## config.mk

```make
export PLATFORM = sky130hd
export DESIGN_NAME = sorted_bookmark_table_insert
export DESIGN_NICKNAME = d
export VERILOG_FILES = /design/src/rtl/sbt_pkg.sv /design/src/rtl/sorted_bookmark_table_insert.sv /design/src/rtl/sbt_front.sv /design/src/rtl/sbt_res_q.sv /design/src/rtl/sbt_back.sv
export VERILOG_INCLUDE_DIRS = /design/src /design/src/rtl
export SDC_FILE = /design/constraint.sdc
export NUM_CORES = 1
export LEC_CHECK = 0
export BUFFER_PORTS_ARGS = -buffer_cell sky130_fd_sc_hd__buf_2
export CORE_ASPECT_RATIO = 1.4
export CORE_UTILIZATION = 55
export DETAILED_ROUTE_END_ITERATION = 16
export PLACE_DENSITY = 0.7
export SLEW_MARGIN = 20
export SYNTH_ARGS = -nofsm -noshare
export SYNTH_HDL_FRONTEND = slang
export SYNTH_SLANG_ARGS = --single-unit
```

## constraint.sdc

```tcl
create_clock -name i_clk -period 8.3 [get_ports i_clk]
set_clock_uncertainty 0.1 [all_clocks]
set_input_delay 0.415 -clock i_clk [delete_from_list [all_inputs] [get_ports i_clk]]
set_output_delay 0.415 -clock i_clk [all_outputs]
set_load 0.02 [all_outputs]
```

## src/rtl/sorted_bookmark_table_insert_macros.svh

```systemverilog
// ---------------------------------------------------------------------------
// Sorted bookmark table insert: assertion macros
// Concurrent checks; compiled out when SYNTH is defined.
// ---------------------------------------------------------------------------
`ifndef SORTED_BOOKMARK_TABLE_INSERT_MACROS_SVH
`define SORTED_BOOKMARK_TABLE_INSERT_MACROS_SVH

`ifndef SYNTH
// Holds on every edge out of reset.
`define SBT_ASSERT(lbl, clk, rst_n, prop, msg) \
    lbl: assert property (@(posedge clk) disable iff (!rst_n) (prop)) else $error(msg);
// Same-cycle implication.
`define SBT_ASSERT_IMP(lbl, clk, rst_n, ante, cons, msg) \
    lbl: assert property (@(posedge clk) disable iff (!rst_n) (ante) |-> (cons)) \
        else $error(msg);
// Next-cycle implication.
`define SBT_ASSERT_NEXT(lbl, clk, rst_n, ante, cons, msg) \
    lbl: assert property (@(posedge clk) disable iff (!rst_n) (ante) |=> (cons)) \
        else $error(msg);
`else
`define SBT_ASSERT(lbl, clk, rst_n, prop, msg)
`define SBT_ASSERT_IMP(lbl, clk, rst_n, ante, cons, msg)
`define SBT_ASSERT_NEXT(lbl, clk, rst_n, ante, cons, msg)
`endif

`endif

```

## src/rtl/sbt_pkg.sv

```systemverilog
// ---------------------------------------------------------------------------
// Sorted bookmark table: shared package
// Table sizing, beat types and the back-end status bundle.
// ---------------------------------------------------------------------------
package sbt_pkg;

    localparam int TABLE_DEPTH = 16;
    localparam int IDX_W       = (TABLE_DEPTH > 1) ? $clog2(TABLE_DEPTH) : 1;
    localparam int CNT_W       = $clog2(TABLE_DEPTH + 1);
    localparam int PAGE_W      = 16;
    localparam int OFF_W       = 32;
    localparam int ENT_W       = 5;

    typedef struct packed {
        logic [PAGE_W-1:0] page_number;
        logic [OFF_W-1:0]  byte_offset;
    } t_in_beat;

    typedef struct packed {
        logic             status;
        logic             evicted;
        logic [ENT_W-1:0] entry_count;
    } t_out_beat;

    // Back-end status seen by the top level.
    typedef struct packed {
        logic             busy;
        logic [CNT_W-1:0] count;
    } t_back_stat;

endpackage

```

## src/rtl/sorted_bookmark_table_insert.sv

```systemverilog
// ---------------------------------------------------------------------------
// Sorted bookmark table insert: top level
// Keeps bookmarks in ascending page order; refuses duplicate pages and, when full, drops entry 0 (the lowest page).
// ---------------------------------------------------------------------------
// Request channel: drive i_item and raise push; the beat is taken on an edge
// where push is high and full is low. A two-entry front queue holds beats.
// Result channel: while empty is low, o_result holds the oldest result;
// it leaves on an edge where pop is high. Exactly one result per request.
// Steps: a taken request waits in the front queue until the back end is
// idle and loads it; the back end then compares one stored page per cycle
// (stopping early on a match; the walk is skipped when the table is empty),
// and in its final step writes the table as it pushes the result, which is
// registered in the result queue. The back end takes one request at a time,
// loading a new one only after pushing the last result; the table walk sets
// the rate.
// Reset clears the entry count and both queues; table contents are left
// as they are, since only entries below the count are ever read.
// If the receiver stalls, the two-entry result queue fills, the back end
// waits in its final step, and then the front queue backs up to full.
// ---------------------------------------------------------------------------
`include "sorted_bookmark_table_insert_macros.svh"

module sorted_bookmark_table_insert
    import sbt_pkg::*;
(
    input  logic      i_clk,
    input  logic      i_rst_n,
    input  logic      push,
    input  t_in_beat  i_item,
    output logic      full,
    input  logic      pop,
    output t_out_beat o_result,
    output logic      empty
);

    // front queue -> back end
    t_in_beat   w_req;
    logic       w_req_empty;
    logic       w_req_pop;

    // back end -> result queue
    t_out_beat  w_res;
    logic       w_res_push;
    logic       w_res_full;
    t_back_stat w_stat;

    sbt_front u_front (
        .i_clk   (i_clk),
        .i_rst_n (i_rst_n),
        .i_push  (push),
        .i_item  (i_item),
        .o_full  (full),
        .i_pop   (w_req_pop),
        .o_item  (w_req),
        .o_empty (w_req_empty)
    );

    // Walk-and-insert engine; owns the sorted table and the entry count.
    sbt_back u_back (
        .i_clk       (i_clk),
        .i_rst_n     (i_rst_n),
        .i_req_empty (w_req_empty),
        .i_req       (w_req),
        .o_req_pop   (w_req_pop),
        .i_res_full  (w_res_full),
        .o_res_push  (w_res_push),
        .o_res       (w_res),
        .o_stat      (w_stat)
    );

    sbt_res_q u_res_q (
        .i_clk   (i_clk),
        .i_rst_n (i_rst_n),
        .i_push  (w_res_push),
        .i_res   (w_res),
        .o_full  (w_res_full),
        .i_pop   (pop),
        .o_res   (o_result),
        .o_empty (empty)
    );

    // ---- checks ----
    `SBT_ASSERT(a_cnt_max, i_clk, i_rst_n, w_stat.count <= CNT_W'(TABLE_DEPTH), "count overflow")
    `SBT_ASSERT_IMP(a_dup_no_evict, i_clk, i_rst_n, !empty && o_result.status, !o_result.evicted, "refused beat marked evicted")
    `SBT_ASSERT_IMP(a_push_busy, i_clk, i_rst_n, w_res_push, w_stat.busy && !w_res_full, "result pushed while idle or queue full")
    `SBT_ASSERT_NEXT(a_cnt_hold, i_clk, i_rst_n, !w_res_push, $stable(w_stat.count), "count moved without a result")

endmodule

```

## src/rtl/sbt_front.sv

```systemverilog
// ---------------------------------------------------------------------------
// Sorted bookmark table: front queue
// Two-entry queue that takes request beats and hands them to the back end.
// ---------------------------------------------------------------------------
module sbt_front
    import sbt_pkg::*;
(
    input  logic     i_clk,
    input  logic     i_rst_n,
    input  logic     i_push,
    input  t_in_beat i_item,
    output logic     o_full,
    input  logic     i_pop,
    output t_in_beat o_item,
    output logic     o_empty
);

    logic [1:0] r_cnt;
    logic       r_wp;
    logic       r_rp;
    t_in_beat   r_mem [2];
    logic       w_wr;
    logic       w_rd;

    assign o_full  = (r_cnt == 2'd2);
    assign o_empty = (r_cnt == 2'd0);
    assign w_wr    = i_push & ~o_full;
    assign w_rd    = i_pop & ~o_empty;
    assign o_item  = r_mem[r_rp];

    always_ff @(posedge i_clk) begin
        if (!i_rst_n) begin
            r_cnt <= 2'd0;
            r_wp  <= 1'b0;
            r_rp  <= 1'b0;
        end else begin
            if (w_wr) begin
                r_wp <= ~r_wp;
            end
            if (w_rd) begin
                r_rp <= ~r_rp;
            end
            r_cnt <= r_cnt + {1'b0, w_wr} - {1'b0, w_rd};
        end
    end

    always_ff @(posedge i_clk) begin
        if (w_wr) begin
            r_mem[r_wp] <= i_item;
        end
    end

endmodule

```

## src/rtl/sbt_res_q.sv

```systemverilog
// ---------------------------------------------------------------------------
// Sorted bookmark table: result queue
// Two-entry queue holding result beats until the receiver pops them.
// ---------------------------------------------------------------------------
module sbt_res_q
    import sbt_pkg::*;
(
    input  logic      i_clk,
    input  logic      i_rst_n,
    input  logic      i_push,
    input  t_out_beat i_res,
    output logic      o_full,
    input  logic      i_pop,
    output t_out_beat o_res,
    output logic      o_empty
);

    logic [1:0] r_cnt;
    logic       r_wp;
    logic       r_rp;
    t_out_beat  r_mem [2];
    logic       w_wr;
    logic       w_rd;

    assign o_full  = (r_cnt == 2'd2);
    assign o_empty = (r_cnt == 2'd0);
    assign w_wr    = i_push & ~o_full;
    assign w_rd    = i_pop & ~o_empty;
    assign o_res   = r_mem[r_rp];

    always_ff @(posedge i_clk) begin
        if (!i_rst_n) begin
            r_cnt <= 2'd0;
            r_wp  <= 1'b0;
            r_rp  <= 1'b0;
        end else begin
            if (w_wr) begin
                r_wp <= ~r_wp;
            end
            if (w_rd) begin
                r_rp <= ~r_rp;
            end
            r_cnt <= r_cnt + {1'b0, w_wr} - {1'b0, w_rd};
        end
    end

    always_ff @(posedge i_clk) begin
        if (w_wr) begin
            r_mem[r_wp] <= i_res;
        end
    end

endmodule

```

## src/rtl/sbt_back.sv

```systemverilog
// ---------------------------------------------------------------------------
// Sorted bookmark table: back end
// Walks the sorted table one entry per cycle, then inserts or refuses.
// ---------------------------------------------------------------------------
module sbt_back
    import sbt_pkg::*;
(
    input  logic       i_clk,
    input  logic       i_rst_n,
    input  logic       i_req_empty,
    input  t_in_beat   i_req,
    output logic       o_req_pop,
    input  logic       i_res_full,
    output logic       o_res_push,
    output t_out_beat  o_res,
    output t_back_stat o_stat
);

    localparam logic [1:0] ST_IDLE   = 2'd0;
    localparam logic [1:0] ST_SCAN   = 2'd1;
    localparam logic [1:0] ST_FINISH = 2'd2;

    logic [1:0]        r_state;
    logic [1:0]        n_state;
    logic [PAGE_W-1:0] r_pg;
    logic [OFF_W-1:0]  r_off;
    logic [IDX_W-1:0]  r_idx;
    logic [IDX_W-1:0]  n_idx;
    logic [CNT_W-1:0]  r_less;
    logic [CNT_W-1:0]  n_less;
    logic              r_dup;
    logic              n_dup;
    logic [CNT_W-1:0]  r_count;
    logic [PAGE_W-1:0] r_pages [TABLE_DEPTH];
    logic [OFF_W-1:0]  r_offs  [TABLE_DEPTH];

    logic [PAGE_W-1:0] w_rd_pg;
    logic              w_eq;
    logic              w_lt;
    logic              w_last;
    logic              w_tbl_full;
    logic [CNT_W-1:0]  w_pos;
    logic              w_apply;
    logic              w_load;

    assign w_rd_pg    = r_pages[r_idx];
    assign w_eq       = (w_rd_pg == r_pg);
    assign w_lt       = (w_rd_pg < r_pg);
    assign w_last     = ((CNT_W'(r_idx) + CNT_W'(1)) == r_count);
    assign w_tbl_full = (r_count == CNT_W'(TABLE_DEPTH));
    // Entry 0 is the lowest page; dropping it removes one "less" hit if any.
    assign w_pos      = r_less - CNT_W'(w_tbl_full && (r_less != '0));

    assign w_load     = (r_state == ST_IDLE) && !i_req_empty;
    assign o_req_pop  = w_load;
    assign o_res_push = (r_state == ST_FINISH) && !i_res_full;
    assign w_apply    = o_res_push && !r_dup;

    always_comb begin
        o_res.status      = r_dup;
        o_res.evicted     = !r_dup && w_tbl_full;
        if (r_dup || w_tbl_full) begin
            o_res.entry_count = ENT_W'(r_count);
        end else begin
            o_res.entry_count = ENT_W'(r_count + CNT_W'(1));
        end
    end

    assign o_stat.busy  = (r_state != ST_IDLE);
    assign o_stat.count = r_count;

    always_comb begin
        n_state = r_state;
        n_idx   = r_idx;
        n_less  = r_less;
        n_dup   = r_dup;
        case (r_state)
            ST_IDLE: begin
                if (w_load) begin
                    n_idx   = '0;
                    n_less  = '0;
                    n_dup   = 1'b0;
                    n_state = (r_count == '0) ? ST_FINISH : ST_SCAN;
                end
            end
            ST_SCAN: begin
                n_dup  = w_eq;
                n_less = r_less + CNT_W'(w_lt);
                n_idx  = r_idx + 1'b1;
                if (w_eq || w_last) begin
                    n_state = ST_FINISH;
                end
            end
            ST_FINISH: begin
                if (o_res_push) begin
                    n_state = ST_IDLE;
                end
            end
            default: begin
                n_state = ST_IDLE;
            end
        endcase
    end

    always_ff @(posedge i_clk) begin
        if (!i_rst_n) begin
            r_state <= ST_IDLE;
            r_count <= '0;
        end else begin
            r_state <= n_state;
            if (w_apply && !w_tbl_full) begin
                r_count <= r_count + CNT_W'(1);
            end
        end
    end

    always_ff @(posedge i_clk) begin
        r_idx  <= n_idx;
        r_less <= n_less;
        r_dup  <= n_dup;
        if (w_load) begin
            r_pg  <= i_req.page_number;
            r_off <= i_req.byte_offset;
        end
    end

    // Per-cell update: when full, entries below the slot slide down one;
    // otherwise entries above the slot slide up one.
    for (genvar j = 0; j < TABLE_DEPTH; j++) begin : g_cell
        logic [PAGE_W-1:0] w_pg_up;
        logic [OFF_W-1:0]  w_off_up;
        logic [PAGE_W-1:0] w_pg_dn;
        logic [OFF_W-1:0]  w_off_dn;

        if (j < TABLE_DEPTH - 1) begin : g_up
            assign w_pg_up  = r_pages[j+1];
            assign w_off_up = r_offs[j+1];
        end else begin : g_top
            assign w_pg_up  = r_pages[j];
            assign w_off_up = r_offs[j];
        end

        if (j > 0) begin : g_dn
            assign w_pg_dn  = r_pages[j-1];
            assign w_off_dn = r_offs[j-1];
        end else begin : g_bot
            assign w_pg_dn  = r_pages[j];
            assign w_off_dn = r_offs[j];
        end

        always_ff @(posedge i_clk) begin
            if (w_apply) begin
                if (CNT_W'(j) == w_pos) begin
                    r_pages[j] <= r_pg;
                    r_offs[j]  <= r_off;
                end else if (w_tbl_full && (CNT_W'(j) < w_pos)) begin
                    r_pages[j] <= w_pg_up;
                    r_offs[j]  <= w_off_up;
                end else if (!w_tbl_full && (CNT_W'(j) > w_pos)) begin
                    r_pages[j] <= w_pg_dn;
                    r_offs[j]  <= w_off_dn;
                end
            end
        end
    end

endmodule
```

# Word-level counts from Yosys, hierarchy flattened
# Memory sizes are Yosys's and may differ from the RTL's. A register that Yosys moved wholly into a read port is not among the register bits.
# Index checks and enable logic that the tools add are counted.
[op_classes]
n_addsub = 9
n_mul = 0
div = 0
magnitude_cmp = 33
eq_ne = 25
n_shift = 0
mux = 243
n_bitwise = 44
n_reduce_logical = 53
[op_table]
columns = ["op", "count"]
rows = [
  ["$mux W16", 32],
  ["$mux W1", 199],
  ["$eq A4 B5 Y1 const A", 8],
  ["$gt A4 B5 Y1 const A", 8],
  ["$lt A4 B5 Y1 const A", 8],
  ["$logic_and A1 B1 Y1", 38],
  ["$or A1 B1 Y1", 32],
  ["$eq A3 B5 Y1 const A", 4],
  ["$gt A3 B5 Y1 const A", 4],
  ["$lt A3 B5 Y1 const A", 4],
  ["$eq A16 B16 Y1", 1],
  ["$lt A16 B16 Y1", 1],
  ["$eq A2 B5 Y1 const A", 2],
  ["$gt A1 B5 Y1 const A", 2],
  ["$gt A2 B5 Y1 const A", 2],
  ["$logic_not A5 Y1", 2],
  ["$lt A1 B5 Y1 const A", 2],
  ["$lt A2 B5 Y1 const A", 2],
  ["$mux W5", 2],
  ["$pmux W5 S2", 1],
  ["$mux W2", 4],
  ["$mux W4", 2],
  ["$not A1 Y1", 8],
  ["$pmux W4 S2", 1],
  ["24 further kinds", 38],
]
[word_totals]
ff_bits = 25
latch_bits = 0
ram_bits = 366
rom_bits = 0
inputBits = 52
elab_cells = 421
n_memories = 3
[memory_table]
columns = ["memory", "words", "width", "read_ports", "rd_ports_with_merged_regs", "write_ports", "line", "text"]
rows = [
  ["u_back.r_pages", 16, 16, 17, 1, 16, "sbt_back.sv:34", "logic [PAGE_W-1:0] r_pages [TABLE_DEPTH];"],
  ["u_front.r_mem", 2, 48, 1, 1, 1, "sbt_front.sv:21", "t_in_beat r_mem [2];"],
  ["u_res_q.r_mem", 2, 7, 1, 1, 1, "sbt_res_q.sv:21", "t_out_beat r_mem [2];"],
]

# Depth between registers and ports, before layout
# Gate-level depths: netlist (run 1).
[logic_depth]
depth_word = 11
ltp_mapped = 17
ltp_nobuf = 15

# Hierarchy
# Synthesis (run 1) repeated with hierarchy kept, for this count alone.
[hier_totals]
cells_unflattened = 1698
area_unflattened_um2 = 21912.3
[by_module_without_submodules]
columns = ["module", "n_inst", "cells_each", "area_each_um2"]
rows = [
  ["sbt_back", 1, 1477, 17394.2],
  ["sbt_front", 1, 174, 3777.4],
  ["sbt_res_q", 1, 47, 740.7],
]

# Least setup slack after synthesis (run 1)
# Ideal clock, no wire load.
[synth_timing]
kind = "flip-flop to flip-flop"
from = "register u_back.r_count[0]"
to = "memory u_back.r_pages[9][0], enable pin"
setup_ps = 447
t_arrival_ps = 4453
slack_ps = 3300
stages_incl_launch_ff = 13
path_buffers = 0
period_less_slack_ps = 5000
path_cell_list = "dfxtp_1 > inv_1 > ha_1 > nor3b_1 > nand2_1 > a41oi_1 > ha_1 > ha_1 > or2_2 > mux2_2 > o22ai_1 > nand2_1 > o311ai_0"
[synth_rtl]
columns = ["element", "line", "text"]
rows = [
  ["start, declared", "sbt_back.sv:33", "logic [CNT_W-1:0] r_count;"],
  ["start signal, assigned", "sbt_back.sv:112", "r_count <= r_count + CNT_W'(1);"],
  ["end, declared", "sbt_back.sv:34", ""],
]

==> results.py, run 1 <==
metrics = {
    "synthesis": {
        "ys_ff_latch": 348,
        "synth_edf_count": 328,
        "yosys-top-cells-area": "edfxtp_1 50%, mux4_2 9.2%, nand2_1 5.7%, nor2_1 3.9%, a31oi_1 3.7%",
        "ys_seq_area_frac": 0.525,
        "yosysWarnings": 0,
        "synth_top_family_by_area": "multiplexers",
        "synth-simple-area-share": 0.141,
        "synth_nets": 1835,
        "synth_area_leader_cell": "edfxtp_1",
        "synth_xor_area_frac": 0.0116,
        "synth_most_common_cell": "edfxtp_1",
        "synth_area_um2": 19500,
        "syn_inst": 1756,
        "synth-compound-area-share": 0.119,
        "syn_area_per_cell_um2": 11.1,
        "yosysTopAreaCellShare": 0.504,
        "ys.flop_type": "edfxtp_1",
        "ys_types": 74,
        "netlist_top_cells_count": "328 x edfxtp_1, 299 x nand2_1, 205 x nor2_1",
        "synthMuxAreaShare": 0.149,
        "async_flop_share": 0,
        "synth_fa_ha_area_frac": 0.0173,
    },
    "setup_path": {
        "reg2reg_slack_ns": 2.80,
        "cp_num_buf_inv": 2,
        "crit_family": "simple AND/OR/NAND/NOR gates",
        "cp.arrival_ns": 5.44,
        "slowest_stage": "nand3_1",
        "start_kind": "flop",
        "cp_slowest_stage_delay_ns": 0.82,
        "reg2reg_to": "u_back.r_pages[12][8]",
        "crit_fanout": 17,
        "path_class": "reg2reg",
        "worst_setup_path_end_kind": "flop",
        "reg2reg_from": "u_back.r_count[0]",
        "path_cells": "inv_1 > ha_1 > nor3b_1 > nand2_1 > a41oi_1 > ha_1 > ha_1 > clkinv_1 > nor2_1 > nand3_1 > nand3_1 > nand3_1",
        "r2r_cells": 12,
        "required_ns": 8.24,
        "crit_path_start": "u_back.r_count[0]",
    },
    "min_path": {
        "hold_path_depth": 2,
        "min_to": "u_res_q.r_wp",
        "min_path_type": "in2reg",
        "hold_start": "i_rst_n",
    },
    "drt": {
        "first_iter_violations": 1246,
        "vias_per_cell": 6.23,
        "vias": 13900,
        "routed_wl_um": 46400,
        "dr.pass1.iters": 5,
        "wl_per_cell_um": 20.9,
        "ant_nets": 0,
        "drc_errors": 0,
    },
    "layout": {
        "nNetsFinal": 1823,
        "fill_cells": 2767,
        "drive_gt1_frac": 0.173,
        "syn_to_final_growth_pct": 9.59,
        "diodes": 0,
    },
    "floorplanning": {
        "initial_utilization": 0.559,
        "die_area_um2": 36300,
        "die_w_um": 161,
        "io_pins": 61,
        "dieHeight_um": 225,
        "rows": 81,
        "core_um2": 35000,
    },
    "cts": {
        "postCtsSetupBuffers": 0,
        "clockRootBuffer": "clkbuf_16",
        "cts_sinks": 348,
        "clk_pin_slew_worst_paths_ns": 0.06,
        "h-tree-depth": 2,
        "cts_tree": "done",
        "cts_buffers": 36,
        "clk_latency_ns": 0.54,
        "cts_buffer_depth": 3,
    },
    "global_route": {
        "antenna_found_initial": 1,
        "grt_pass1_vias": 13700,
        "grt_first_pass_wirelength_um": 75100,
        "track_usage": 0.263,
        "gr-total-overflow": 0,
        "grt_max_degree": 37,
    },
    "place": {
        "place_congestion": 0.850,
        "dp_slack_ns": 2.86,
        "place.detailed.hpwl_um": 34500,
        "io_buffers": 28,
    },
    "sta": {
        "slew_violations": 0,
        "hold_viol_final": 0,
        "setup_viol": 0,
        "fin_crit_ns": 5.50,
        "max_freq_mhz": 182,
        "maxSlewHeadroom": 0.252,
        "tightest_slew_ns": 1.12,
        "timing.setup.tns_ns": 0,
        "finalCritPeriodShare": 0.662,
        "rsz0062_at_grt": "no",
        "layout_setup_ws_ns": 2.80,
    },
    "run_status": {
        "outcome": "finished, final reports clean",
    },
    "power_and_ir_drop": {
        "pwr_density_cell_nw_per_um2": 358,
        "power.total_mw": 7.66,
        "p_leak_nw": 7.48,
        "vdd_ir_drop_max_mv": 0.295,
    },
    "flow_run": {
        "cap_violations": 0,
    },
}
## how the worst max path moves through the flow
stage,endpoint,slack [ns],cells after the start
floorplan,u_back.r_pages[9][0],3.30,12
global placement,u_back.r_less[4],2.88,14
detailed placement,u_back.r_less[4],2.86,14
CTS,u_back.r_less[4],2.86,14
global route,u_back.r_pages[12][12],2.40,12
finish,u_back.r_pages[12][8],2.80,12
## timing repair
action	4_1_cts	5_1_grt
endpoints found under the hold margin	32	0
hold buffers	16	0
gates resized for setup	0	0
## report_power, final
part           internal [mW]  leakage [nW]  switching [mW]  total (mW)
registers               2.60          3.16           0.498        3.10
clock network          0.974         0.582           0.684        1.66
logic                   1.31          3.74            1.60        2.91
total                   4.88          7.48            2.78        7.66
## registers in the layout, summed over array words and instances, names as in the netlist, 2 cells and up, named ones only
name	flops
u_front.r_cnt	2
u_front.r_mem	32
u_back.r_pg	16
u_back.r_state	2
u_back.r_pages	256
u_back.r_less	5
u_back.r_count	5
u_res_q.r_mem	14
u_res_q.r_cnt	2
u_back.r_idx	4
## routing by layer
layer  GRT usage  share of wire  up-vias  wire length, µm
met1       0.334           0.39     6736            18100
met5           0        0.00028        -               13
met2       0.465           0.51      556            23900
met4      0.0776          0.019        2              895
li1            -              -     6535                -
met3      0.0392          0.076       56             3530
## worst reg2reg max path: stages (launching register included)
cell	delay, ns
dfxtp_1	0.34
inv_1	0.14
ha_1	0.17
nor3b_1	0.25
nand2_1	0.32
a41oi_1	0.27
ha_1	0.22
ha_1	0.52
clkinv_1	0.48
nor2_1	0.55
nand3_1	0.23
nand3_1	0.58
nand3_1	0.82
## area by class of cell
type                       count  area [µm²]  area share
clock inverter                18         201     0.00941
clock buffer                  47         995      0.0465
tap                          456         571      0.0267
multi-input combinational   1236        8640       0.403
sequential                   348       10300       0.479
inverter                      37         139     0.00649
timing repair buffer          85         608      0.0284
## cell families after synthesis
kind of cell               count (synthesis)
AOI/OAI and AO/OA                        358
xor gates and xnor gates                  25
and+or+nand+nor                          642
DFF                                      348
muxes                                    184
adders and majority gates                 27
buffers and inverters                    172
## cell usage in the layout (no fill, tap or decap), drive strengths merged, types with 18 or more instances in the layout
master and n:
nand3 39, ha 27, o21a 19, inv 35, clkbuf 47, mux4 80
xnor2 19, nand2 300, buf 69, mux2i 48, a31oi 116, o22ai 18
nor2 206, mux2 56, edfxtp 328, nor3 29, a21oi 97, dfxtp 20
o21ai 37
## through the flow
step,hold WS [ns],area (µm²),utilization,cells
3_3_place_gp,0.404,20000,0.573,2146
4_1_cts,0.133,21400,0.612,2227
6_report,0.148,21400,0.612,2227
3_5_place_dp,0.404,20000,0.573,2146
2_1_floorplan,0.374,19500,-,1756
5_1_grt,0.166,21400,0.612,2227
Note: power is estimated with default switching activity, not from simulation.
==> inputs of run 2 (changes only) <==
==> constraint.sdc (replaced) <==
create_clock -name i_clk -period 5.1 [get_ports i_clk]
set_clock_uncertainty 0.1 [all_clocks]
set_input_delay 0.255 -clock i_clk [delete_from_list [all_inputs] [get_ports i_clk]]
set_output_delay 0.255 -clock i_clk [all_outputs]
set_load 0.02 [all_outputs]
==> results.py, run 2 (synthesis gave the netlist of run 1 again) <==
metrics = {
    "layout": {
        "drive_gt1_frac": 0.189,
        "syn_to_final_growth_pct": 11.4,
        "fill_cells": 2781,
        "top_register": "u_back.r_pages",
        "multi_input_area_um2": 8620,
        "nNetsFinal": 1867,
        "largest_reg_flops": 256,
        "biggestRegsByFlops": "u_back.r_pages (256), u_front.r_mem (32), u_back.r_pg (16)",
        "stdcell_area_um2": 21800,
        "final_cell_mix": "328 x edfxtp_1, 299 x nand2_1, 205 x nor2_1",
        "seqCellArea_um2": 10300,
        "final_common_cell": "edfxtp_1",
        "diodes": 0,
    },
    "setup_path": {
        "cp_num_buf_inv": 2,
        "path_class": "reg2reg",
        "cp.arrival_ns": 4.75,
        "cp_slowest_stage_delay_ns": 0.68,
        "slowest_stage": "dfxtp_4",
        "cpMostUsedCell": "ha_1",
        "crit_fanout": 22,
        "path_cells": "buf_4 > mux4_2 > mux4_2 > ha_1 > nor2b_1 > o21ai_0 > nand2b_1 > a21oi_1 > o211ai_1 > a221oi_1 > buf_4 > ha_1 > ha_1 > nand3_1 > xnor2_1 > nor2_1",
        "required_ns": 5.28,
        "worst_setup_path_end_kind": "flop",
        "start_kind": "flop",
        "crit_family": "multiplexers",
    },
    "sta": {
        "setup_viol": 0,
        "tightest_slew_ns": 0.863,
        "rsz0062_at_grt": "no",
        "finalCritPeriodShare": 0.895,
        "timing.setup.tns_ns": 0,
        "max_freq_mhz": 219,
        "layout_setup_ws_ns": 0.537,
        "finalHoldWorstSlack_ns": 0.0561,
        "fin_crit_ns": 4.56,
        "slew_violations": 0,
        "maxSlewHeadroom": 0.424,
        "hold_viol_final": 0,
    },
    "global_route": {
        "track_usage": 0.265,
        "grt_max_degree": 35,
        "antenna_found_initial": 0,
        "grt_pass1_vias": 13900,
        "grt_first_pass_wirelength_um": 75000,
        "gr-total-overflow": 0,
    },
    "drt": {
        "wl_per_cell_um": 20.9,
        "drc_errors": 0,
        "dr.pass1.iters": 6,
        "routed_wl_um": 47500,
        "vias_per_cell": 6.24,
        "first_iter_violations": 1217,
        "vias": 14200,
        "ant_nets": 0,
    },
    "place": {
        "placed_cell_area_um2": 20400,
        "place.detailed.hpwl_um": 35500,
        "dp_slack_ns": 0.585,
        "place_congestion": 0.906,
        "io_buffers": 28,
    },
    "cts": {
        "h-tree-depth": 2,
        "cts_tree": "done",
        "clk_pin_slew_worst_paths_ns": 0.06,
        "cts_sinks": 348,
        "cts_buffer_depth": 3,
        "clockRootBuffer": "clkbuf_16",
        "cts_buffers": 37,
        "clk_latency_ns": 0.54,
    },
    "floorplanning": {
        "initial_utilization": 0.559,
        "io_pins": 61,
        "die_w_um": 161,
        "die_area_um2": 36300,
        "dieHeight_um": 225,
        "core_um2": 35000,
        "rows": 81,
    },
    "flow_run": {
        "cap_violations": 0,
    },
    "power_and_ir_drop": {
        "p_leak_nw": 7.70,
        "vdd_ir_drop_max_mv": 0.473,
        "pwr_density_cell_nw_per_um2": 586,
        "power.total_mw": 12.7,
    },
    "min_path": {
        "min_path_type": "in2reg",
        "hold_start": "push",
    },
    "run_status": {
        "outcome": "finished, final reports clean",
    },
}
-- run 2: final timing paths --
path,endpoint,slack [ns],cells past startpoint
max,u_back.r_less[4],0.54,16
min,u_front.r_wp,0.06,4
max reg2reg,u_back.r_less[4],0.54,16
min reg2reg,flop,0.44,2
-- run 2: final cells by class --
class / count / area share
inverter: 37 / 0.00638
timing repair buffer: 128 / 0.0440
tap: 456 / 0.0262
clock buffer: 49 / 0.0466
sequential: 348 / 0.471
clock inverter: 19 / 0.00926
multi-input combinational: 1236 / 0.396
-- run 2: per-layer routing --
layer / vias up / track usage / routed length, µm
met5: - / 0 / 0
met4: 0 / 0.0919 / 1320
met3: 90 / 0.0368 / 3120
met2: 528 / 0.474 / 24700
met1: 6935 / 0.328 / 18400
li1: 6632 / - / -
-- run 2: metrics by stage --
| step | cells | utilization |
|---|---|---|
| 2_1_floorplan | 1756 | - |
| 3_3_place_gp | 2188 | 0.583 |
| 3_5_place_dp | 2188 | 0.583 |
| 4_1_cts | 2273 | 0.622 |
| 5_1_grt | 2273 | 0.622 |
| 6_report | 2273 | 0.622 |
-- run 2: what timing repair did --
action / CTS / global route
gates resized for setup: 0 / 0
buffers inserted: 0 / 0
endpoints found under the hold margin: 36 / 0
hold buffers: 17 / 0
-- run 2: power by group --
part	internal [mW]	switching [mW]	total, mW
Combinational	2.29	2.70	4.99
Clock	1.61	1.12	2.73
Sequential	4.23	0.800	5.03
Total	8.12	4.62	12.7
-- run 2: worst reg2reg max path, stage by stage (launching register included) --
cell and delay (ns):
dfxtp_4 0.68, buf_4 0.30, mux4_2 0.56, mux4_2 0.48
ha_1 0.30, nor2b_1 0.14, o21ai_0 0.17, nand2b_1 0.08
a21oi_1 0.23, o211ai_1 0.13, a221oi_1 0.29, buf_4 0.18
ha_1 0.17, ha_1 0.19, nand3_1 0.10, xnor2_1 0.17
nor2_1 0.05
==> inputs of run 3 (changes only) <==
--- a/config.mk
+++ b/config.mk
@@ -8,10 +8,11 @@
 export LEC_CHECK = 0
 export BUFFER_PORTS_ARGS = -buffer_cell sky130_fd_sc_hd__buf_2
 export CORE_ASPECT_RATIO = 1.4
-export CORE_UTILIZATION = 55
+export CORE_UTILIZATION = 54
 export DETAILED_ROUTE_END_ITERATION = 16
-export PLACE_DENSITY = 0.7
+export PLACE_DENSITY = 0.69
 export SLEW_MARGIN = 20
 export SYNTH_ARGS = -nofsm -noshare
 export SYNTH_HDL_FRONTEND = slang
+export SYNTH_HIERARCHICAL = 1
 export SYNTH_SLANG_ARGS = --single-unit
==> results.py, run 3 <==
metrics = {
    "cts": {
        "clockRootBuffer": "clkbuf_16",
        "clk_pin_slew_worst_paths_ns": 0.06,
        "h-tree-depth": 2,
        "cts_sinks": 349,
        "cts_buffer_depth": 3,
        "cts_tree": "done",
        "clk_latency_ns": 0.54,
        "post_cts_resized": 0,
        "postCtsSetupBuffers": 0,
        "hold_buffers": 18,
        "cts_buffers": 36,
    },
    "synthesis": {
        "synth_area_um2": 19600,
        "synth_nets": 1679,
        "yosysWarnings": 6,
        "syn_inst": 1600,
        "syn_area_per_cell_um2": 12.3,
    },
    "floorplanning": {
        "core_um2": 35800,
        "io_pins": 61,
        "die_area_um2": 37100,
        "rows": 82,
        "die_w_um": 163,
        "initial_utilization": 0.547,
        "dieHeight_um": 227,
    },
    "layout": {
        "syn_to_final_growth_pct": 10.8,
        "final_cells": 2109,
        "final_cell_mix": "328 x edfxtp_1, 172 x nor2_1, 138 x nand2_1",
        "largest_reg_flops": 256,
        "top_register": "u_back/r_pages",
        "drive_gt1_frac": 0.225,
        "diodes": 0,
        "nNetsFinal": 1699,
        "final_common_cell": "edfxtp_1",
        "finish.utilization": 0.606,
        "biggestRegsByFlops": "u_back/r_pages (256), u_front/r_mem (32), u_back/r_pg (16)",
    },
    "place": {
        "dp.cells": 2026,
        "place.detailed.hpwl_um": 34300,
        "io_buffers": 28,
        "place_congestion": 0.876,
    },
    "min_path": {
        "hold_path_depth": 4,
        "min_path_type": "in2reg",
    },
    "power_and_ir_drop": {
        "vdd_ir_drop_max_mv": 0.419,
        "p_leak_nw": 7.67,
        "pwr_density_cell_nw_per_um2": 551,
    },
    "drt": {
        "vias": 13200,
        "routed_wl_um": 45700,
        "wl_per_cell_um": 21.7,
        "ant_nets": 0,
        "dr.pass1.iters": 5,
        "drc_errors": 0,
        "vias_per_cell": 6.25,
        "first_iter_violations": 1199,
    },
    "sta": {
        "finalCritPeriodShare": 0.893,
        "timing.setup.tns_ns": 0,
        "rsz0062_at_grt": "no",
        "maxSlewHeadroom": 0.250,
        "tightest_slew_ns": 1.12,
        "slew_violations": 0,
        "hold_viol_final": 0,
        "setup_viol": 0,
        "max_freq_mhz": 220,
        "finalHoldWorstSlack_ns": 0.0712,
        "fin_crit_ns": 4.55,
    },
    "setup_path": {
        "cp.arrival_ns": 4.72,
        "required_ns": 5.27,
        "worst_setup_path_end_kind": "flop",
        "reg2reg_slack_ns": 0.55,
        "r2r_cells": 16,
        "start_kind": "flop",
        "path_class": "reg2reg",
        "crit_fanout": 16,
    },
    "global_route": {
        "met3_usage": 0.0291,
        "grt_util_met1": 0.342,
        "track_usage": 0.254,
        "gr-total-overflow": 0,
        "grt_max_degree": 36,
        "busiest_layer": "met2",
        "met2_usage": 0.430,
        "antenna_found_initial": 0,
        "grt_first_pass_wirelength_um": 72500,
        "grt_pass1_vias": 12900,
    },
    "flow_run": {
        "cap_violations": 0,
    },
    "run_status": {
        "outcome": "finished, final reports clean",
    },
}
## run 3: worst max-delay path, cell delays in order, from the launching register on
cell and delay, ns:
dfxtp_4 0.50, buf_12 0.26, buf_12 0.17, mux4_2 0.53, mux4_2 0.48, ha_1 0.31, a21o_1 0.16, a21o_1 0.16
a21oi_1 0.21, o211ai_1 0.13, a221oi_1 0.34, buf_4 0.20, ha_1 0.16, ha_1 0.18, nand3_1 0.10, xnor2_1 0.19
nor2_1 0.05
## run 3: where the power goes
group | switching, mW | internal (mW)
registers | 0.700 | 4.09
logic | 2.30 | 2.18
clock network | 1.12 | 1.58
total | 4.12 | 7.85
## run 3: metal layers
layer | part of all wire | wire length, µm | vias to the layer above
met5 | 0 | 0 | -
met4 | 0.027 | 1220 | 0
met3 | 0.064 | 2920 | 66
met2 | 0.50 | 22800 | 496
met1 | 0.41 | 18800 | 6482
li1 | - | - | 6139
## run 3: area by class of cell
class / instances / area (µm²)
tap: 462 / 578
fill: 2732 / 14100
sequential: 349 / 10300
inverter: 37 / 139
multi-input combinational: 1087 / 8650
timing repair buffer: 109 / 868
clock inverter: 20 / 225
clock buffer: 45 / 977
## run 3: metrics by stage
step	setup WS (ns)	power (mW)	area, µm²
3_5_place_dp	0.583	9.27	20300
6_report	0.548	12.0	21700
5_1_grt	0.345	12.6	21700
3_3_place_gp	0.611	9.08	20300
4_1_cts	0.549	12.0	21700
2_1_floorplan	0.0976	7.92	19600
## run 3: worst paths after layout
kind,startpoint,endpoint
max,flop,u_back/r_less[4]
min,pop,u_res_q/r_rp
max reg2reg,flop,u_back/r_less[4]
min reg2reg,u_res_q/r_wp,u_res_q/r_wp
